--- config.mk ---
export PLATFORM = sky130hd
export DESIGN_NAME = qts_queue
export DESIGN_NICKNAME = d
export VERILOG_FILES = /design/src/rtl/core/qts_pkg.sv /design/src/rtl/core/qts_queue.sv
export SDC_FILE = /design/constraint.sdc
export NUM_CORES = 1
export LEC_CHECK = 0
export BUFFER_PORTS_ARGS = -buffer_cell sky130_fd_sc_hd__buf_4
export CAP_MARGIN = 25
export CORE_MARGIN = 4
export CORE_UTILIZATION = 45
export DETAILED_ROUTE_END_ITERATION = 7
export PLACE_DENSITY = 0.76
export RECOVER_POWER = 50
export SETUP_SLACK_MARGIN = 0.3
export SYNTH_ARGS = -nofsm -noshare
export SYNTH_HDL_FRONTEND = slang
export SYNTH_SLANG_ARGS = --single-unit
--- constraint.sdc ---
create_clock -name clk -period 3.9 [get_ports clk]
set_clock_uncertainty 0.2 [all_clocks]
set_input_delay 0.78 -clock clk [delete_from_list [all_inputs] [get_ports clk]]
set_output_delay 0.78 -clock clk [all_outputs]
set_load 0.05 [all_outputs]
--- src/rtl/core/qts_pkg.sv ---
`timescale 1ns / 1ps
// ----------------------------------------------------------------------------
// qts_pkg
// Types and constants shared by the quoted token splitter modules.
// ----------------------------------------------------------------------------
package qts_pkg;

	localparam int POS_W       = 12;
	localparam int QUEUE_DEPTH = 4;

	localparam logic [7:0] CH_NUL    = 8'h00;
	localparam logic [7:0] CH_TAB    = 8'h09;
	localparam logic [7:0] CH_LF     = 8'h0A;
	localparam logic [7:0] CH_VT     = 8'h0B;
	localparam logic [7:0] CH_FF     = 8'h0C;
	localparam logic [7:0] CH_CR     = 8'h0D;
	localparam logic [7:0] CH_SPACE  = 8'h20;
	localparam logic [7:0] CH_QUOTE  = 8'h22;
	localparam logic [7:0] CH_COMMA  = 8'h2C;
	localparam logic [7:0] CH_EQUALS = 8'h3D;

	typedef enum logic [2:0] {
		MODE_SKIP     = 3'd0,
		MODE_PLAIN    = 3'd1,
		MODE_QUOTED   = 3'd2,
		MODE_SEEK_SEP = 3'd3,
		MODE_DISCARD  = 3'd4
	} scan_mode_t;

	typedef enum logic [1:0] {
		KIND_TOKEN  = 2'd0,
		KIND_ACCEPT = 2'd1,
		KIND_REJECT = 2'd2
	} kind_t;

	typedef enum logic [1:0] {
		SEP_EOL    = 2'd0,
		SEP_COMMA  = 2'd1,
		SEP_EQUALS = 2'd2,
		SEP_BLANK  = 2'd3
	} sep_t;

	typedef struct packed {
		logic [7:0] ch;
		logic       buf_end;
	} text_item_t;

	typedef struct packed {
		kind_t            kind;
		logic [POS_W-1:0] tok_start;
		logic [POS_W-1:0] tok_len;
		sep_t             sep;
		logic             last;
	} result_item_t;

	// Work for one byte: an optional token, then an optional verdict
	typedef struct packed {
		logic             tok_vld;
		logic [POS_W-1:0] tok_start;
		logic [POS_W-1:0] tok_len;
		sep_t             sep;
		logic             vrd_vld;
		kind_t            vrd_kind;
	} split_job_t;

	typedef struct packed {
		logic full;
		logic empty;
	} queue_stat_t;

endpackage

--- src/rtl/core/qts_queue.sv ---
`timescale 1ns / 1ps
// ----------------------------------------------------------------------------
// qts_queue
// Short FIFO of per-byte result jobs between front and back.
// ----------------------------------------------------------------------------
module qts_queue (
	input  logic                 clk,
	input  logic                 arst_n,
	input  logic                 push,
	input  qts_pkg::split_job_t  push_job,
	input  logic                 pop,
	output qts_pkg::split_job_t  head_job,
	output qts_pkg::queue_stat_t stat
);

	localparam int AW = $clog2(qts_pkg::QUEUE_DEPTH);

	qts_pkg::split_job_t fifo_q [qts_pkg::QUEUE_DEPTH];
	logic [AW-1:0] wr_ptr_q;
	logic [AW-1:0] rd_ptr_q;
	logic [AW:0]   count_q;

	assign stat.full  = (count_q == (AW+1)'(qts_pkg::QUEUE_DEPTH));
	assign stat.empty = (count_q == '0);
	assign head_job   = fifo_q[rd_ptr_q];

	always_ff @(posedge clk) begin
		if (push) begin
			fifo_q[wr_ptr_q] <= push_job;
		end
	end

	always_ff @(posedge clk or negedge arst_n) begin
		if (!arst_n) begin
			wr_ptr_q <= '0;
			rd_ptr_q <= '0;
			count_q  <= '0;
		end else begin
			if (push) begin
				wr_ptr_q <= wr_ptr_q + AW'(1);
			end
			if (pop) begin
				rd_ptr_q <= rd_ptr_q + AW'(1);
			end
			case ({push, pop})
				2'b10:   count_q <= count_q + (AW+1)'(1);
				2'b01:   count_q <= count_q - (AW+1)'(1);
				default: count_q <= count_q;
			endcase
		end
	end

endmodule

; Yosys cells after proc, flatten, opt, wreduce, memory -nomap -nowiden
; Memory sizes are Yosys's and may differ from the RTL's.
; Cells that the tools add are included.
[classes]
addsub = 4
mul = 0
div = 0
order_cmp = 0
n_eq_ne = 3
shift = 0
mux = 3
bitwise_logic = 0
reduce_logical = 2
[ops]
columns = operator, count
row1 = $pmux W3 S2, 1
row2 = $add A2 B1 Y2 const B, 2
row3 = $add A3 B1 Y3 const B, 1
row4 = $eq A3 B3 Y1 const B, 1
row5 = $logic_not A3 Y1, 1
row6 = $sub A3 B1 Y3 const B, 1
row7 = $eq A2 B1 Y1 const B, 1
row8 = $eq A2 B2 Y1 const B, 1
row9 = $mux W1, 2
row10 = $reduce_bool A2 Y1, 1
[totals]
register_bits = 7
latch_bits = 0
ramBits = 120
romBits = 0
in_bits = 34
out_inout_bits = 32
wordCells = 16
n_memories = 1
[memory_table]
columns = name, depth, width, read_ports, rd_ports_with_merged_regs, wr, line_no
row1 = fifo_q, 4, 30, 1, 0, 1, qts_queue.sv:18  ; qts_pkg::split_job_t fifo_q [qts_pkg::QUEUE_DEPTH];

; Depth between registers and ports, before layout
[depth]
word_depth = 2
depth_mapped = 7
mapped_depth_nobuf = 7

; Worst setup path before layout
; No wires, ideal clock.
[synth_path]
path_kind = register -> output
from = reg count_q[0]
to = out stat[0] in the netlist's numbering
arrival_ns = 1.485
t_required_ns = 2.920
slack_ns = 1.435
stages_incl_launch_ff = 2
path_buffers = 0
path_cell_list = dfrtp_1 > nor3_1
[synth_rtl]
columns = item, line_no
row1 = start: declaration, qts_queue.sv:21  ; logic [AW:0] count_q;
row2 = start signal: assignment, qts_queue.sv:46  ; 2'b10: count_q <= count_q + (AW+1)'(1);
row3 = start signal: assignment, qts_queue.sv:47  ; 2'b01: count_q <= count_q - (AW+1)'(1);
row4 = start signal: assignment, qts_queue.sv:48  ; default: count_q <= count_q;
row5 = end: declaration, qts_queue.sv:13  ; output qts_pkg::queue_stat_t stat

==> results.toml <==
[timing]
fmax_mhz = 311.6
setup_viol = 0
hold_slack_ns = 0.2750
min_period_ns = 3.209
hold_viol = 0
fin_setup_tns_ns = 0
rsz0062_at_grt = "no"
fin_crit_sh_pct = 82.28
maxSlewHeadroom_pct = -46.04
worst_pin_slew_ns = 2.189
finalMaxSlewViolations = 31

[clock_tree]
cts-root-buf = "clkbuf_8"
clk_latency_ns = 0.50
h-tree-depth = 4
cts_resized = 0
numCtsBuffers = 17
cts_num_sinks = 127
cts.path.max_buffers = 2
cts_tree = "yes"
path_clk_slew_ns = 0.05

[final_layout]
nNetsFinal = 314
antennaDiodeCount = 0
final_area_um2 = 5879
drive_above_1_share_pct = 33.92
final_util_pct = 56.95
final_cell_count_no_fill = 422
layout_common_cells = "120 x edfxtp_1, 35 x buf_4, 33 x clkbuf_1, 28 x mux4_2, 16 x clkbuf_16"
area_growth_pct = 23.33
final_common_cell = "edfxtp_1"

[synthesis]
yosys.area_share.adder_pct = 1.732
yosys-top-cells-area = "edfxtp_1 76%, mux4_2 13%, dfrtp_1 3.7%"
syn-cell-area_um2 = 4767
yosysWarnings = 0
synth.net_count = 234
synth_area_leader_cell = "edfxtp_1"
synth-compound-area-share_pct = 0.2100
synth_xor_area_share_pct = 1.102
synth_top_family_by_area = "multiplexers"
synthMuxAreaShare_pct = 14.33
avgSynthCellArea_um2 = 24.57
ys_types = 18
seq_area_frac_synth_pct = 79.27
synthSimpleGateAreaFrac_pct = 1.076
netlist_instances = 194
synth.top_cell.area_share_pct = 75.59
ys_ff_latch = 127

[grt]
grt_overflow = 0
grt_pass1_wl_um = 12470
grt_pass1_vias = 2310
grt_max_degree = 32
grt_usage_pct = 13.70
antenna_found_initial = 0

[critical_path]
cp_common_cell = "buf_4"
critical_path_required_ns = 2.92
cp_max_fo = 14
critPathKind = "reg2out"
crit_path_start_kind = "register"
cpMaxStageDelayCell = "dfrtp_2"
crit_chain = "buf_4, mux4_2, buf_4"
endpoint_kind = "primary output"
slowest_delay_ns = 0.65
crit_arrival_ns = 2.23

[die]
io_pins = 66
die_h_um = 110.9
core.rowCount = 37
dieArea_um2 = 12300
start_util_pct = 46.18
core_area_um2 = 10320
die_x_um = 110.9

[placed_design]
portBuffers = 65
dpl_cell_area_um2 = 5361
dpl.hpwl_um = 4748
gp_congestion = 0.6725
dpl.cell_count = 390

[power]
vdd_drop_max_mv = 0.4436
power.density_nw_per_um2 = 930.2
power_leakage_nw = 2.026

[routing]
avgRoutedWirePerCell_um = 18.40
wirelength_um = 7763
ant_nets = 0
first_pass_iters = 4
drt_iter0_markers = 103
drcViolationCount = 0
via_count = 2133
viasPerCell = 5.055

[status]
violations = "capacitance limit, slew limit"
outcome = "complete, but fails checks"

[worst_hold_path]
hold_path.class = "in2reg"

[job]
cap_violations = 1
registers in the layout, indices dropped and copies added (netlist names):
signal / cells
fifo_q: 120
count_q: 3
rd_ptr_q: 2
wr_ptr_q: 2
cell usage after synthesis, drive strengths merged:
library cell  instances
and2                  4
and3                  1
buf                   7
dfrtp                 7
edfxtp              120
fa                    1
ha                    5
inv                   6
mux4                 30
nand2                 3
nor2                  1
nor3                  1
o21ai                 2
xnor2                 2
xor2                  4
metal layers:
layer / up-vias / global-route usage, % / part of all wire (%)
li1: 966 / - / -
met1: 1101 / 17.01 / 42
met2: 57 / 21.64 / 50
met3: 9 / 5.622 / 6.1
met4: 0 / 5.172 / 1.2
met5: - / 0 / 0
stage by stage:
stage               worst slack [ns]  total power [mW]
finish                        0.6911             5.469
global route                  0.5089             5.705
CTS                           0.5975             5.561
detailed placement             1.152             3.891
global placement               1.143             3.872
floorplan                      1.435             3.413
area by class of cell:
type,count,area (um^2)
timing repair buffer,68,392.9
inverter,6,22.52
clock buffer,18,417.9
clock inverter,13,211.5
sequential,127,3781
fill,787,4444
multi-input combinational,54,883.3
tap,136,170.2
timing repair:
action,in CTS,in global routing
setup buffers,0,0
endpoints found under the hold margin,7,0
hold buffers,1,0
worst paths after layout:
| check | from | slack (ns) | depth (start not counted) | end |
|---|---|---|---|---|
| hold / removal | pop | 0.27 | 2 | rd_ptr_q[0] |
| setup / recovery | rd_ptr_q[0] | 0.69 | 3 | head_job[19] |
| hold reg to reg | count_q[2] | 0.29 | 1 | count_q[2] |
| setup reg to reg | wr_ptr_q[0] | 1.09 | 2 | fifo_q[3][13] |
| max in group asynchronous | arst_n | 2.66 | 2 | rd_ptr_q[0] |
| min in group asynchronous | arst_n | 0.51 | 2 | count_q[1] |
cell families after synthesis:
| family | Yosys count |
|---|---|
| DFF | 127 |
| muxes | 30 |
| buffers and inverters | 13 |
| and+or+nand+nor | 10 |
| xor gates and xnor gates | 6 |
| adders and majority gates | 6 |
| AOI/OAI and AO/OA | 2 |
worst max-delay path, delay by kind of cell (launching register included):
family	cells	cell delay, ns
multiplexers	1	0.54
buffers and inverters	2	0.53
flip-flops	1	0.65
where the power goes:
group / switching (mW) / internal (mW) / leakage [nW] / total (mW)
clock: 0.555 / 1.10 / 0.308 / 1.66
sequential: 0.176 / 1.80 / 1.18 / 1.98
combinational: 1.18 / 0.656 / 0.536 / 1.83
No activity file was read; power rests on OpenSTA's default activity.
