## config.mk

```make
export PLATFORM = sky130hd
export DESIGN_NAME = qts_back_flat
export DESIGN_NICKNAME = d
export VERILOG_FILES = /design/src/rtl/core/qts_pkg.sv /design/src/rtl/core/qts_stream_if.sv /design/src/rtl/core/qts_back.sv /design/src/flat_wrapper.sv
export SDC_FILE = /design/constraint.sdc
export NUM_CORES = 1
export LEC_CHECK = 0
export ABC_AREA = 1
export CELL_PAD_IN_SITES_DETAIL_PLACEMENT = 0
export CELL_PAD_IN_SITES_GLOBAL_PLACEMENT = 2
export CORE_AREA = 2 2 39 41
export CTS_CLUSTER_SIZE = 28
export DETAILED_ROUTE_END_ITERATION = 7
export DIE_AREA = 0 0 41 43
export DONT_BUFFER_PORTS = 1
export HOLD_SLACK_MARGIN = 0.12
export PLACE_DENSITY = 0.55
export SETUP_SLACK_MARGIN = 0.4
export SKIP_CTS_REPAIR_TIMING = 1
export SLEW_MARGIN = 20
export SYNTH_ARGS = -nofsm -noshare
export SYNTH_HDL_FRONTEND = slang
export SYNTH_SLANG_ARGS = --single-unit
```

## constraint.sdc

```tcl
create_clock -name clk -period 0.9 [get_ports clk]
set_clock_uncertainty 0.2 [all_clocks]
set_input_delay 0.09 -clock clk [delete_from_list [all_inputs] [get_ports clk]]
set_output_delay 0.09 -clock clk [all_outputs]
set_load 0.03 [all_outputs]
```

## src/rtl/core/qts_pkg.sv

```systemverilog
`timescale 1ns / 1ps
// ----------------------------------------------------------------------------
// qts_pkg
// Types and constants shared by the quoted token splitter modules.
// ----------------------------------------------------------------------------
package qts_pkg;

	localparam int POS_W       = 12;
	localparam int QUEUE_DEPTH = 4;

	localparam logic [7:0] CH_NUL    = 8'h00;
	localparam logic [7:0] CH_TAB    = 8'h09;
	localparam logic [7:0] CH_LF     = 8'h0A;
	localparam logic [7:0] CH_VT     = 8'h0B;
	localparam logic [7:0] CH_FF     = 8'h0C;
	localparam logic [7:0] CH_CR     = 8'h0D;
	localparam logic [7:0] CH_SPACE  = 8'h20;
	localparam logic [7:0] CH_QUOTE  = 8'h22;
	localparam logic [7:0] CH_COMMA  = 8'h2C;
	localparam logic [7:0] CH_EQUALS = 8'h3D;

	typedef enum logic [2:0] {
		MODE_SKIP     = 3'd0,
		MODE_PLAIN    = 3'd1,
		MODE_QUOTED   = 3'd2,
		MODE_SEEK_SEP = 3'd3,
		MODE_DISCARD  = 3'd4
	} scan_mode_t;

	typedef enum logic [1:0] {
		KIND_TOKEN  = 2'd0,
		KIND_ACCEPT = 2'd1,
		KIND_REJECT = 2'd2
	} kind_t;

	typedef enum logic [1:0] {
		SEP_EOL    = 2'd0,
		SEP_COMMA  = 2'd1,
		SEP_EQUALS = 2'd2,
		SEP_BLANK  = 2'd3
	} sep_t;

	typedef struct packed {
		logic [7:0] ch;
		logic       buf_end;
	} text_item_t;

	typedef struct packed {
		kind_t            kind;
		logic [POS_W-1:0] tok_start;
		logic [POS_W-1:0] tok_len;
		sep_t             sep;
		logic             last;
	} result_item_t;

	// Work for one byte: an optional token, then an optional verdict
	typedef struct packed {
		logic             tok_vld;
		logic [POS_W-1:0] tok_start;
		logic [POS_W-1:0] tok_len;
		sep_t             sep;
		logic             vrd_vld;
		kind_t            vrd_kind;
	} split_job_t;

	typedef struct packed {
		logic full;
		logic empty;
	} queue_stat_t;

endpackage

```

## src/rtl/core/qts_stream_if.sv

```systemverilog
`timescale 1ns / 1ps
// ----------------------------------------------------------------------------
// qts_stream_if
// Valid/ready channel carrying one payload item per request.
// ----------------------------------------------------------------------------
interface qts_stream_if #(
	parameter type T = logic
) ();
	logic valid;
	logic ready;
	T     data;

	modport source (output valid, output data, input ready);
	modport sink   (input valid, input data, output ready);
endinterface

```

## src/rtl/core/qts_back.sv

```systemverilog
`timescale 1ns / 1ps
// ----------------------------------------------------------------------------
// qts_back
// Unpacks queued jobs into result items, one per cycle unless the output is
// stalled by ready, through an output register.
// ----------------------------------------------------------------------------
module qts_back (
	input  logic                 clk,
	input  logic                 arst_n,
	input  qts_pkg::split_job_t  head_job,
	input  qts_pkg::queue_stat_t stat,
	output logic                 pop,
	qts_stream_if.source         result
);

	qts_pkg::result_item_t out_q;
	qts_pkg::result_item_t item;
	logic                  out_vld_q;
	logic                  phase_q;
	logic                  can_load;
	logic                  load;
	logic                  emit_tok;

	assign result.valid = out_vld_q;
	assign result.data  = out_q;

	assign can_load = !out_vld_q || result.ready;
	assign load     = can_load && !stat.empty;
	// Token part goes first unless it already went out
	assign emit_tok = head_job.tok_vld && !phase_q;

	always_comb begin
		item = '0;
		pop  = 1'b0;
		if (emit_tok) begin
			item.kind      = qts_pkg::KIND_TOKEN;
			item.tok_start = head_job.tok_start;
			item.tok_len   = head_job.tok_len;
			item.sep       = head_job.sep;
			item.last      = !head_job.vrd_vld;
			pop            = load && !head_job.vrd_vld;
		end else begin
			item.kind = head_job.vrd_kind;
			item.sep  = qts_pkg::SEP_EOL;
			item.last = 1'b1;
			pop       = load;
		end
	end

	always_ff @(posedge clk) begin
		if (load) begin
			out_q <= item;
		end
	end

	always_ff @(posedge clk or negedge arst_n) begin
		if (!arst_n) begin
			out_vld_q <= 1'b0;
			phase_q   <= 1'b0;
		end else begin
			if (can_load) begin
				out_vld_q <= !stat.empty;
			end
			if (load) begin
				phase_q <= emit_tok && head_job.vrd_vld;
			end
		end
	end

endmodule
```

## src/flat_wrapper.sv

```systemverilog
// flat-port wrapper written by rule: the top's interface ports become plain ports
module qts_back_flat 
  (clk, arst_n, head_job, stat, pop, result_valid, result_data, result_ready);
  qts_stream_if result_i ();
  input  logic clk;
  input  logic arst_n;
  input  qts_pkg::split_job_t head_job;
  input  qts_pkg::queue_stat_t stat;
  output logic pop;
  output wire logic [$bits(result_i.valid)-1:0] result_valid;
  output wire logic [$bits(result_i.data)-1:0] result_data;
  input wire logic [$bits(result_i.ready)-1:0] result_ready;
  assign result_valid = result_i.valid;
  assign result_data = result_i.data;
  assign result_i.ready = result_ready;
  qts_back u_core (.clk(clk), .arst_n(arst_n), .head_job(head_job), .stat(stat), .pop(pop), .result(result_i));
endmodule
```

# Word-level counts from Yosys, hierarchy flattened
# Index checks and enable logic that the tools add are counted.
[word_totals]
register_bits = 3
wordCells = 13
out_inout_bits = 3
[op_classes]
n_reduce_logical = 9
mux = 1
[op_table]
columns = ["op", "n"]
rows = [
  ["$logic_and 1x1->1", 4],
  ["$logic_not 1->1", 4],
  ["$logic_or 1x1->1", 1],
  ["$mux 1", 1],
]

# Logic depth before layout (Yosys ltp)
# Gate-level depths: netlist (run 1).
[logic_depth]
word_depth = 5
depth_mapped = 5
ltp_nobuf = 5

# Least setup slack after synthesis (run 1)
# OpenSTA, ideal clock, no wires.
[synth_path]
path_kind = "register to output"
from = "reg u_core.out_vld_q (netlist: u_core.result.valid)"
to = "out pop"
stages_incl_launch_ff = 4
path_slack_ns = -0.479
t_arrival_ns = 1.089
path_cell_list = "dfrtp_1 > nand2_1 > nand2_1 > nor2_1"
[synth_via]
elab_chain_len = 5
[synth_lines]
columns = ["item", "line_no", "text"]
rows = [
  ["from (decl)", "qts_back.sv:18", "logic out_vld_q;"],
  ["from (signal assigned)", "qts_back.sv:62", "out_vld_q <= !stat.empty;"],
  ["$logic_not 1->1 *", "qts_back.sv:27", "assign can_load = !out_vld_q || result.ready;"],
  ["$logic_or 1x1->1 *", "qts_back.sv:27", ""],
  ["$logic_and 1x1->1 *", "qts_back.sv:28", "assign load = can_load && !stat.empty;"],
  ["$logic_and 1x1->1", "qts_back.sv:41", "pop = load && !head_job.vrd_vld;"],
  ["$mux 1 *", "qts_back.sv:35", "if (emit_tok) begin"],
  ["to (decl)", "flat_wrapper.sv:9", "output logic pop;"],
]
# Mark *: on every way between the ends. The rest lies on a longest branch, timed or not.

# Worst setup path after layout (run 1)
# Ends and elaborated chain as after synthesis.

==> flow_metrics.tcl, run 1 <==
set metrics [dict create \
    initial_core_util_pct 9.674 \
    routedWlPerCell_um 9.590 \
    yosysMostFrequentCell "nand2_1" \
    cts.sinks 3 \
    die_area_um2 1763 \
    worstPathMaxFanout 3 \
    layout-drive-gt1-share_pct 65.22 \
    pre_cts_ws_ns -0.1621 \
    firstDrtPassIters 2 \
    clk_latency_ns 0.23 \
    multiInputGateArea_um2 75.07 \
    die_h_um 43 \
    drtIter0Drc 1 \
    overflow 0 \
    rows 14 \
    io_pins 38 \
    finalSetupViolations 6 \
    maxSlewHeadroom_pct 80.47 \
    synth_cell_types 7 \
    synth_edf_count 1 \
    syn_avg_cell_area_um2 8.367 \
    clk_pin_slew_ns 0.04 \
    yosysTopAreaCellShare_pct 37.38 \
    core-area_um2 1384 \
    drv_slew 0 \
    cts_buffers 3 \
    die_w_um 41 \
    dp_cells 33 \
    cts.path.max_buffers 2 \
    period_needed_ns 1.275 \
    grt_pass1_wl_um 558 \
    fillers 160 \
    critPathBufInv 0 \
    startpoint_type "flop" \
    vias 124 \
    critPathKind "flop to output pin" \
    vdd_drop_max_v 0.0006565 \
    synth_nets 51 \
    grt_start_max_net_pins 4 \
    hold_viol 6 \
    final.period_utilization_pct 141.7 \
    ys_ff_latch 3 \
    cellLeakagePower_nw 0.1042 \
    htree_levels 1 \
    cp.arrival_ns 0.99 \
    p_per_area_nw_per_um2 2021 \
    synth_area_leaders "dfrtp_1 37%, edfxtp_1 22%, nand2_1 20%" \
    hold_ws_ns -0.6497 \
    tightest_slew_ns 0.2936 \
    io_buffers 0 \
    area_growth_syn_to_layout_pct 79.44 \
    max_stage_delay_ns 0.41 \
    drv_cap 0 \
    report.power.total_w 0.0004855 \
    fmax_ghz 0.7840 \
    endpoint_kind "output pin" \
    worstHoldPathType "input pin to asynchronous set/reset pin" \
    ctsRootBufferMaster "clkbuf_4" \
    layout.cells.non_filler 39 \
    cp.required_ns 0.61 \
    violations "negative hold slack, negative setup slack" \
    routed_wl_um 374 \
    antenna-diode-count 0 \
    layout_setup_ws_ns -0.3754 \
    placed_area_um2 182.7 \
    gp_congestion 0.5715 \
    status "finished, violations left" \
    utilization_pct 17.36 \
    synth_warnings 0 \
    viasPerCell 3.179 \
    netlist_area_um2 133.9 \
    rsz0062_at_grt "true" \
    yosys.area.top_type "dfrtp_1" \
    stdcell_area_um2 240.2 \
    path_cells "nand2_2 -> nand2_4 -> nor2_4" \
    tritoncts "yes" \
    antenna_left 0 \
    nNetsFinal 59 \
    area.sequential_um2 81.33 \
    ys_top_cells_by_count "7 x nand2_1, 2 x dfrtp_1, 2 x inv_2, 2 x nor2_1" \
    ys.flop_type "dfrtp_1" \
    postSynth.asyncResetShare_pct 66.67 \
    yosysSeqAreaShare_pct 59.81 \
    cpMaxStageDelayCell "dfrtp_2" \
    antenna_found_initial 0 \
    grt_pass1_vias 125 \
    track_usage_pct 5.740 \
    post-route-drc-count 0 \
    syn_inst 16 \
    crit_family "flip-flops" \
]
per-stage QoR:
step	hold WS, ns	setup TNS, ns
floorplan	-0.4056	-0.6998
global placement	-0.4055	-0.4766
detailed placement	-0.4055	-0.5229
CTS	-0.6587	-1.204
global route	-0.6685	-1.639
finish	-0.6497	-1.415
per-layer routing:
layer  track usage, %  up-vias  part of all wire, %
li1                 -       60                    -
met1            6.169       53                   33
met2            4.063       11                   40
met3            9.948        0                   27
met4            4.000        0                    0
met5                0        -                    0
cells by family (layout without fill, tap and decap cells):
kind of cell           after synthesis  in the layout  share of synthesized area, %
DFF                                  3              3                         59.82
buffers and inverters                3             10                         8.411
AOI/OAI and AO/OA                    1              1                         6.543
and+or+nand+nor                      9              9                         25.24
path summary, 6_finish.rpt:
check,start,endpoint,slack (ns),cells past startpoint
hold reg to reg,u_core.result.valid$_DFFE_PN0P_,u_core.result.valid$_DFFE_PN0P_,0.34,2
max in group asynchronous,arst_n,u_core.result.valid$_DFFE_PN0P_,1.07,0
setup reg to reg,u_core.result.valid$_DFFE_PN0P_,u_core.result.data$_SDFFCE_PN1P_,-0.29,2
hold / removal,arst_n,u_core.result.valid$_DFFE_PN0P_,-0.65,0
min in group clk,stat[0],u_core.result.valid$_DFFE_PN0P_,-0.27,1
setup / recovery,u_core.result.valid$_DFFE_PN0P_,pop,-0.38,3
cells in the final DEF, fill, tap and decap left out, drive strengths merged:
master	n
dfrtp	2
nand2	7
a21oi	1
nor2	2
inv	3
buf	3
clkbuf	4
edfxtp	1
registers in the layout (all words and copies together), names as in the netlist:
signal	count
u_core.phase_q	1
u_core.result.data	1
u_core.result.valid	1
final cells by class:
cell class / instances / area share (%)
Timing Repair Buffer: 3 / 10.94
Clock buffer: 4 / 10.94
Sequential cell: 3 / 33.85
Multi-Input combinational cell: 10 / 31.25
Tap cell: 16 / 8.333
Inverter: 3 / 4.688
power by group:
part	switching, W	total [W]	internal (W)
combinational	0.0000426	0.0000731	0.0000304
clock	0.0000776	0.000244	0.000167
sequential	0.0000140	0.000168	0.000154
Power figures use the tool's default switching activity.
==> inputs of run 2 (changes only) <==
--- a/config.mk
+++ b/config.mk
@@ -6,6 +6,8 @@
 export NUM_CORES = 1
 export LEC_CHECK = 0
 export ABC_AREA = 1
+export ABC_CLOCK_PERIOD_IN_PS = 900
+export CAP_MARGIN = 5
 export CELL_PAD_IN_SITES_DETAIL_PLACEMENT = 0
 export CELL_PAD_IN_SITES_GLOBAL_PLACEMENT = 2
 export CORE_AREA = 2 2 39 41
@@ -15,7 +17,6 @@
 export DONT_BUFFER_PORTS = 1
 export HOLD_SLACK_MARGIN = 0.12
 export PLACE_DENSITY = 0.55
-export SETUP_SLACK_MARGIN = 0.4
 export SKIP_CTS_REPAIR_TIMING = 1
 export SLEW_MARGIN = 20
 export SYNTH_ARGS = -nofsm -noshare
==> run 2 against run 1 <==
The flow still finishes with violations (negative hold slack, negative setup slack). Non-clock buffer count is 1 higher. Utilization increased by 0.72 points. Cell area increased by 4.2%. Flip-flop and latch count is the same. First-iteration DRC count is the same. Largest power group unchanged. Critical path depth did not move. Critical endpoint unchanged. Clock-buffer cell count unchanged. Hold slack better by 0.38 ns. Total power rose by 0.98%. Global-route usage is the same. Highest routed layer unchanged. Die area unchanged. Sequential share of layout area down 1.4 points.
==> flow_metrics.tcl, run 2 (synthesized netlist as in run 1, its figures left out) <==
set metrics [dict create \
    status "finished, violations left" \
    violations "negative hold slack, negative setup slack" \
    swShare_pct 27.76 \
    p_switching_w 0.0001361 \
    rows 14 \
    initial_core_util_pct 9.674 \
    htree_levels 1 \
    antenna_left 0 \
    fillers 160 \
    grt_start_max_net_pins 4 \
    worstHoldPathType "input pin to flop" \
    post-route-drc-count 0 \
    vdd_drop_max_v 0.0006565 \
    cp.required_ns 0.61 \
    critPathBufInv 0 \
    routed_wl_um 376 \
    most-common-layout-cells "5 x nand2_1, 3 x inv_2, 3 x clkbuf_4" \
    cts_buffers 3 \
    period_needed_ns 1.276 \
    cellLeakagePower_nw 0.1083 \
    tightest_slew_ns 0.2937 \
    gp_congestion 0.5715 \
    nNetsFinal 60 \
    die_w_um 41 \
    rsz0062_at_grt "true" \
    vias 128 \
    endpoint_kind "output pin" \
    crit_family "flip-flops" \
    antenna-diode-count 0 \
    viasPerCell 3.200 \
    overflow 0 \
    path_cells "nand2_2 -> nand2_4 -> nor2_4" \
    grt_pass1_wl_um 558 \
    startpoint_type "flop" \
    layout-drive-gt1-share_pct 62.50 \
    finalSetupViolations 6 \
    cpMaxStageDelayCell "dfrtp_2" \
    die_area_um2 1763 \
    grt_pass1_vias 125 \
    maxSlewHeadroom_pct 80.46 \
    critPathKind "flop to output pin" \
    core-area_um2 1384 \
    cts.path.max_buffers 2 \
    routedWlPerCell_um 9.400 \
    utilization_pct 18.08 \
    tritoncts "yes" \
    ctsRootBufferMaster "clkbuf_4" \
    drtIter0Drc 1 \
    worstPathMaxFanout 3 \
    io_pins 38 \
    hold_viol 6 \
    clock_power_share_pct 49.8 \
    p_seq_share_pct 34.3 \
    p_int_w 0.0003541 \
    fmax_ghz 0.7840 \
    track_usage_pct 5.740 \
    cts.sinks 3 \
    die_h_um 43 \
    p_per_area_nw_per_um2 1959 \
    antenna_found_initial 0 \
    final_common_cell "nand2_1" \
    io_buffers 0 \
    combPwrFrac_pct 15.9 \
    drv_cap 0 \
    final.period_utilization_pct 141.7 \
    drv_slew 0 \
    max_stage_delay_ns 0.41 \
    cp.arrival_ns 0.99 \
    layout_setup_ws_ns -0.3756 \
    firstDrtPassIters 2 \
    clk_latency_ns 0.23 \
    area_growth_syn_to_layout_pct 86.92 \
    hold_ws_ns -0.2731 \
    clk_pin_slew_ns 0.04 \
]
## run 2: cell count changes in the layout (fill, tap and decap cells not counted)
cell,delta
dlygate4sd3_1,+1
## run 2: final cells by class
| cell class | count | area, um2 | share of cell area (%) |
|---|---|---|---|
| clock buffer | 4 | 26.28 | 10.50 |
| sequential | 3 | 81.33 | 32.50 |
| multi-input combinational | 10 | 75.07 | 30.00 |
| timing repair buffer | 4 | 36.28 | 14.50 |
| inverter | 3 | 11.26 | 4.500 |
| tap | 16 | 20.02 | 8.000 |
## run 2: power by group through the flow
| stage | Clock [W] | Sequential, W | Combinational [W] |
|---|---|---|---|
| final | 0.000244 | 0.000168 | 0.0000779 |
| after global routing | 0.000274 | 0.000170 | 0.0000855 |
| after CTS | 0.000254 | 0.000169 | 0.0000554 |
| after detailed placement | 0 | 0.000170 | 0.0000544 |
| after global placement | 0 | 0.000169 | 0.0000543 |
| after floorplan | 0 | 0.000175 | 0.0000394 |
## run 2: routing by layer
layer / up-vias / routed length [um] / global-route usage, %
li1: 62 / - / -
met1: 55 / 132 / 6.169
met4: 0 / 0 / 4.000
met5: - / 0 / 0
met3: 0 / 95 / 9.948
met2: 11 / 148 / 4.063
## run 2: worst paths after layout
check / from / to / slack, ns / depth (start not counted)
worst max-delay path: u_core.result.valid$_DFFE_PN0P_ / pop / -0.38 / 3
worst min-delay path: stat[0] / u_core.result.valid$_DFFE_PN0P_ / -0.27 / 1
worst max register to register: u_core.result.valid$_DFFE_PN0P_ / u_core.result.data$_SDFFCE_PN1P_ / -0.29 / 2
worst min register to register: u_core.result.valid$_DFFE_PN0P_ / u_core.result.valid$_DFFE_PN0P_ / 0.34 / 2
max in group asynchronous: arst_n / u_core.result.valid$_DFFE_PN0P_ / 0.46 / 1
min in group asynchronous: arst_n / u_core.phase_q$_DFFE_PN0P_ / -0.11 / 1
## run 2: worst reg2reg max path, delay by kind of cell (launching register included)
kind            cells  cell delay, ns
buf+inv             1            0.14
flops               1            0.41
compound gates      1            0.14
## run 2: through the flow
step                      instances  setup TNS, ns  instance area, um2  power [W]  setup WS, ns
after CTS                        37         -1.204               209.0  0.0004778       -0.4190
after detailed placement         33        -0.5229               182.7  0.0002245       -0.1621
after global placement           33        -0.4766               182.7  0.0002236       -0.1452
after global routing             40         -1.639               250.2  0.0005291       -0.4240
final                            40         -1.416               250.2  0.0004902       -0.3756
after floorplan                  16        -0.6998               155.1  0.0002142       -0.2266
